$ cat src/sv/bsa_pkg.sv
// Package for the bitmap slab allocator: field widths, status and mode codes,
// the beat types of both channels and the controller/datapath command structs.
// No dependencies.
`default_nettype none

package bsa_pkg;

	localparam int MODE_W = 2;
	localparam int SZ_W   = 13;
	localparam int CID_W  = 10;
	localparam int ADDR_W = 23;
	localparam int ST_W   = 3;

	localparam logic [MODE_W-1:0] MODE_CREATE = 2'd0;
	localparam logic [MODE_W-1:0] MODE_ALLOC  = 2'd1;
	localparam logic [MODE_W-1:0] MODE_FREE   = 2'd2;

	localparam logic [ST_W-1:0] ST_OK        = 3'd0;
	localparam logic [ST_W-1:0] ST_NULL      = 3'd1;
	localparam logic [ST_W-1:0] ST_NONE_LEFT = 3'd2;
	localparam logic [ST_W-1:0] ST_FULL      = 3'd3;
	localparam logic [ST_W-1:0] ST_BAD_FREE  = 3'd4;

	typedef struct packed {
		logic [MODE_W-1:0] mode;
		logic [SZ_W-1:0]   obj_bytes;
		logic [CID_W-1:0]  cache_id;
		logic              null_ref;
		logic [ADDR_W-1:0] free_address;
	} req_beat_t;

	typedef struct packed {
		logic [ST_W-1:0]   status;
		logic [CID_W-1:0]  new_cache_id;
		logic [ADDR_W-1:0] object_address;
	} rsp_beat_t;

	typedef struct packed {
		logic            clr_we;
		logic            ld_item;
		logic            create_wr;
		logic            res_set;
		logic [ST_W-1:0] res_st;
		logic            fetch;
		logic            slot;
		logic            mul;
		logic            check;
		logic            div_init;
		logic            div_step;
		logic            alloc_wr;
		logic            free_wr;
		logic            emit;
	} cmd_t;

	typedef struct packed {
		logic [MODE_W-1:0] mode;
		logic              clr_last;
		logic              none_left;
		logic              null_hit;
		logic              map_empty;
		logic              free_bad;
		logic              div_last;
		logic              out_free;
	} sts_t;

endpackage

`default_nettype wire

$ cat src/sv/bsa_ctrl.sv
// Controller of the slab allocator: sequences the clearing pass after reset
// and the steps of create, alloc and free. Depends on bsa_pkg.
`default_nettype none

module bsa_ctrl
	import bsa_pkg::*;
(
	input  wire  clk,
	input  wire  arst_n,
	input  wire  in_valid,
	output logic in_ready,
	input  wire sts_t sts,
	output cmd_t cmd
);

	localparam int SW = 4;
	localparam logic [SW-1:0] S_CLEAR  = 4'd0;
	localparam logic [SW-1:0] S_IDLE   = 4'd1;
	localparam logic [SW-1:0] S_DECODE = 4'd2;
	localparam logic [SW-1:0] S_FETCH  = 4'd3;
	localparam logic [SW-1:0] S_SLOT   = 4'd4;
	localparam logic [SW-1:0] S_MUL    = 4'd5;
	localparam logic [SW-1:0] S_ADDR   = 4'd6;
	localparam logic [SW-1:0] S_CHECK  = 4'd7;
	localparam logic [SW-1:0] S_TEST   = 4'd8;
	localparam logic [SW-1:0] S_DIV    = 4'd9;
	localparam logic [SW-1:0] S_SETBIT = 4'd10;
	localparam logic [SW-1:0] S_DONE   = 4'd11;

	logic [SW-1:0] state_q;
	logic [SW-1:0] state_d;

	assign in_ready = (state_q == S_IDLE);

	always_comb begin
		state_d = state_q;
		cmd     = '0;
		unique case (state_q)
			S_CLEAR: begin
				cmd.clr_we = 1'b1;
				if (sts.clr_last) begin
					state_d = S_IDLE;
				end
			end
			S_IDLE: begin
				if (in_valid) begin
					cmd.ld_item = 1'b1;
					state_d     = S_DECODE;
				end
			end
			S_DECODE: begin
				state_d = S_DONE;
				unique case (sts.mode)
					MODE_CREATE: begin
						if (sts.none_left) begin
							cmd.res_set = 1'b1;
							cmd.res_st  = ST_NONE_LEFT;
						end else begin
							cmd.create_wr = 1'b1;
						end
					end
					MODE_ALLOC, MODE_FREE: begin
						if (sts.null_hit) begin
							cmd.res_set = 1'b1;
							cmd.res_st  = ST_NULL;
						end else begin
							state_d = S_FETCH;
						end
					end
					default: begin
						cmd.res_set = 1'b1;
						cmd.res_st  = ST_OK;
					end
				endcase
			end
			S_FETCH: begin
				cmd.fetch = 1'b1;
				state_d   = (sts.mode == MODE_ALLOC) ? S_SLOT : S_CHECK;
			end
			S_SLOT: begin
				if (sts.map_empty) begin
					cmd.res_set = 1'b1;
					cmd.res_st  = ST_FULL;
					state_d     = S_DONE;
				end else begin
					cmd.slot = 1'b1;
					state_d  = S_MUL;
				end
			end
			S_MUL: begin
				cmd.mul = 1'b1;
				state_d = S_ADDR;
			end
			S_ADDR: begin
				cmd.alloc_wr = 1'b1;
				state_d      = S_DONE;
			end
			S_CHECK: begin
				cmd.check = 1'b1;
				state_d   = S_TEST;
			end
			S_TEST: begin
				if (sts.free_bad) begin
					cmd.res_set = 1'b1;
					cmd.res_st  = ST_BAD_FREE;
					state_d     = S_DONE;
				end else begin
					cmd.div_init = 1'b1;
					state_d      = S_DIV;
				end
			end
			S_DIV: begin
				cmd.div_step = 1'b1;
				if (sts.div_last) begin
					state_d = S_SETBIT;
				end
			end
			S_SETBIT: begin
				cmd.free_wr = 1'b1;
				state_d     = S_DONE;
			end
			S_DONE: begin
				if (sts.out_free) begin
					cmd.emit = 1'b1;
					state_d  = S_IDLE;
				end
			end
			default: begin
				state_d = S_IDLE;
			end
		endcase
	end

	always_ff @(posedge clk or negedge arst_n) begin
		if (!arst_n) begin
			state_q <= S_CLEAR;
		end else begin
			state_q <= state_d;
		end
	end

endmodule

`default_nettype wire

$ cat config.mk
export PLATFORM = sky130hd
export DESIGN_NAME = bsa_ctrl
export DESIGN_NICKNAME = d
export VERILOG_FILES = /design/src/sv/bsa_pkg.sv /design/src/sv/bsa_ctrl.sv
export SDC_FILE = /design/constraint.sdc
export NUM_CORES = 1
export LEC_CHECK = 0
export BUFFER_PORTS_ARGS = -buffer_cell sky130_fd_sc_hd__buf_2
export CAP_MARGIN = 0
export CORE_AREA = 4 4 41 43
export DETAILED_ROUTE_END_ITERATION = 8
export DIE_AREA = 0 0 45 47
export PLACE_DENSITY = 0.71
export SYNTH_ARGS = -nofsm -noshare
export SYNTH_HDL_FRONTEND = slang
export SYNTH_SLANG_ARGS = --single-unit
$ cat constraint.sdc
create_clock -name clk -period 1.5 [get_ports clk]
set_input_delay 0.3 -clock clk [delete_from_list [all_inputs] [get_ports clk]]
set_output_delay 0.3 -clock clk [all_outputs]
set_load 0.03 [all_outputs]
; ---- Word level (Yosys, flattened, before mapping)
; Cells that the tools add are included.
[classes]
n_eq_ne = 17
muxes = 34
n_reduce_logical = 5
[ops]
columns = op, n
row1 = $mux 4, 11
row2 = $pmux 4 s11, 1
row3 = $mux 1, 18
row4 = $eq 4x3->1 const B, 4
row5 = $eq 4x4->1 const B, 4
row6 = $pmux 4 s3, 1
row7 = $eq 4x2->1 const B, 2
row8 = $ne 2x2->1 const B, 4
row9 = $pmux 4 s2, 1
row10 = $eq 4x1->1 const B, 1
row11 = $logic_not 4->1, 1
row12 = $mux 2, 2
row13 = $reduce_and 4->1, 1
row14 = $reduce_or 2->1, 2
row15 = $eq 2x1->1 const B, 1
row16 = $eq 2x2->1 const B, 1
row17 = $logic_not 2->1, 1
[totals]
ff_bits = 4
input_bits = 12
output_inout_bits = 17
wordCells = 57

; ---- Depth between registers and ports, before layout
[depth]
word_depth = 4
ltp_mapped = 6
depth_no_buf = 6

; ---- Worst setup path after synthesis
; OpenSTA, ideal clock, no wires.
[synth_path]
path_kind = reg2out
start = register state_q[3]
end = output cmd[14] (netlist bit)
arrival_ns = 1.712
t_required_ns = 1.200
setup_slack_ns = -0.512
stages_incl_launch_ff = 4
path_cell_list = dfrtp_1 -> buf_2 -> nor3_1 -> and2_1
[synth_rtl]
columns = item, line_no
row1 = start: declaration, bsa_ctrl.sv:30  ; logic [SW-1:0] state_q;
row2 = start signal: assignment, bsa_ctrl.sv:138  ; state_q <= state_d;
row3 = end: declaration, bsa_ctrl.sv:13  ; output cmd_t cmd

==> reports/qor.csv <==
stage;metric;value;unit
die;start_util;39.2;%
sta;hold_slack;0.328;ns
sta;clock.fmax;546;MHz
placed_design;hpwlAfterDp;1.37;mm
die;ios;29;
drt;drt_pass1_iterations;4;
clock_tree;clock-sinks;4;
yosys;synthAdderAreaFrac;7.35;%
drt;drtAntennaViolNets;0;
yosys;synth_top_area_share;19.6;%
sta;rsz0062_at_grt;yes;
power;ir_worst_vdd;2010;uV
clock_tree;htreeDepth;1;
yosys;ys_types;32;
worst_hold_path;hold_depth;2;
yosys;synth_seq_cells;4;
clock_tree;clock_path_buffers;2;
yosys;postSynthNetCount;87;
yosys;synth.area.top_cells;dfrtp_1, ha_1, nor2_1, a21oi_1, nand2b_1;
grt;grt_max_degree;10;
yosys;synth_top_family_by_area;simple AND/OR/NAND/NOR gates;
yosys;yosysWarnings;0;
drt;routed_via_density;5.76;
drt;drtIter0Drc;42;
setup_path;end_kind;output port;
setup_path;worstPathRequired;1.20;ns
clock_tree;cts_root_buf;clkbuf_4;
drt;wl_per_cell;19.2;um
die;design.die.area;2120;um^2
die;core-area;1300;um^2
yosys;synth_area;510;um^2
cells_and_area;finalNonFillerCells;142;
cells_and_area;final_util;91.6;%
yosys;avgSynthCellArea;7.09;um^2
clock_tree;clock_latency;0.23;ns
power;p_leak;0.000569;uW
yosys;syn_inst;72;
sta;setup_ws;-0.331;ns
power;total_power;2400;uW
setup_path;startpoint_type;flip-flop;
sta;setup_viol;17;
sta;min_period_over_period;122;%
yosys;muxShareOfSynthArea;0;%
setup_path;crit_type;reg2out;
outcome;status;complete, but fails checks;
worst_hold_path;min_path_type;in2reg;
placed_design;place_inst;130;
die;die_y;47;um
sta;tightest_slew;0.294;ns
cells_and_area;layout_commonest_cell;buf_4;
setup_path;reg2reg_from;state_q[3]$_DFFE_PN0P_;
sta;timing.slew.headroom;80.4;%
cells_and_area;reg_top3;state_q: 4 flops;
die;dieWidth;45;um
sta;fin_skew;0.00295;ns
setup_path;cp.arrival;1.53;ns
outcome;violations;setup timing;
clock_tree;cts.reportedPaths.clkPinSlew;0.04;ns
power;power_density;2010;nW/um^2
setup_path;r2r_slack;0.01;ns
clock_tree;cts_tree;done;
flow_run;maxCapViolCount;0;
yosys;synth-compound-area-share;26.2;%
sta;hold_viol_final;0;
placed_design;io_buffers;28;
placed_design;globalplace.congestion;0.820;
sta;fin_tns_setup;-3.55;ns
clock_tree;cts_buffers;3;
cells_and_area;largest_reg_flops;4;
setup_path;reg2reg_depth;6;
setup_path;r2r-end;state_q[1]$_DFFE_PN0P_;
grt;grt.total_usage;20.9;%
cells_and_area;fin_nets;144;
yosys;synth_seq_area_share;19.6;%
grt;grt-ovfl-total;0;
drt;routed_wl;2.73;mm
cells_and_area;regMostFlops;state_q;
die;row_count;13;
grt;grt_first_pass_wirelength;3.28;mm
grt;grt_pass1_vias;793;
drt;vias;818;
sta;min_period;1.83;ns
yosys;synthSimpleGateAreaFrac;35.5;%
worst_hold_path;holdPathEnd;state_q[1]$_DFFE_PN0P_;
yosys;synthXorXnorAreaFrac;0;%
grt;antenna_found_initial;0;
drt;drc;0;
cells_and_area;drive_gt1_share;73.2;%
sta;final_max_slew_viol_count;0;
yosys;synth_top_cell_by_area;dfrtp_1;
worst_hold_path;min_from;sts[0];
setup_path;crit_fanout;4;
cells_and_area;syn2layout_area_growth;134;%
cells_and_area;diodes;0;
cells_and_area;layout_common_cells;buf_4, buf_6, buf_2;
==> worst max-delay path, cell delays in order, from the launching register on <==
cell and delay [ns]:
dfrtp_1 0.40, inv_4 0.08, nand2_4 0.05, or3_4 0.39
nor3b_4 0.22, buf_6 0.15
==> metal layers <==
layer | vias to the layer above | global-route usage, % | share of wire, %
met5 | - | 0 | 0
met4 | 0 | 11.7 | 2.9
met3 | 10 | 1.15 | 6.4
met2 | 47 | 40.4 | 54
met1 | 401 | 22.5 | 36
li1 | 360 | - | -
==> synthesized netlist by cell type (all sizes together) <==
library cell / instances
and3: 1
o22ai: 1
nand3: 1
dfrtp: 4
a2bb2oi: 1
a221oi: 1
nor3b: 1
o22a: 1
nor3: 6
a22o: 1
a21oi: 5
o21a: 1
or2: 1
buf: 4
nor2: 10
o32ai: 2
nor2b: 2
o31ai: 2
or3: 1
and2: 1
nand2: 7
a22oi: 1
ha: 3
nand2b: 4
inv: 7
o21ai: 3
==> power breakdown <==
group / switching, uW / internal, uW
Combinational: 1080 / 963
Sequential: 64.7 / 164
Clock: 39.9 / 89.2
Total: 1180 / 1220
==> cells by family (layout without fill, tap and decap cells) <==
| family | count (synthesis) | count (layout) |
|---|---|---|
| fa+ha+maj | 3 | 3 |
| buf+inv | 11 | 66 |
| simple gates | 35 | 35 |
| compound gates | 19 | 19 |
| flops | 4 | 4 |
==> what timing repair did <==
action | CTS | global route
hold buffers | 1 | 0
setup buffers | 5 | 6
resized for setup | 41 | 25
endpoints found under the hold margin | 4 | 0
setup endpoints to repair | 17 | 19
pin swaps | 7 | 7
==> how the worst max path moves through the flow <==
| stage | startpoint | end | slack, ns |
|---|---|---|---|
| 2_1_floorplan | state_q[0]$_DFFE_PN0P_ | cmd[13] | -0.13 |
| 3_3_place_gp | sts[7] | cmd[12] | -0.18 |
| 3_5_place_dp | sts[8] | cmd[12] | -0.20 |
| 4_1_cts | state_q[0]$_DFFE_PN0P_ | cmd[13] | -0.31 |
| 5_1_grt | state_q[1]$_DFFE_PN0P_ | cmd[14] | -0.39 |
| 6_report | state_q[0]$_DFFE_PN0P_ | cmd[13] | -0.33 |
==> per-stage QoR <==
stage,worst slack (ns),area (um^2)
2_1_floorplan,-0.127,597
3_3_place_gp,-0.180,870
3_5_place_dp,-0.199,870
4_1_cts,-0.307,1070
5_1_grt,-0.393,1190
6_report,-0.331,1190
==> final cells by class <==
type	instances	area (um^2)
Clock buffer	3	22.5
Fill cell	45	109
Inverter	7	28.8
Multi-Input combinational cell	57	554
Sequential cell	4	101
Tap cell	15	18.8
Timing Repair Buffer	56	467
No activity file was read; power rests on OpenSTA's default activity.
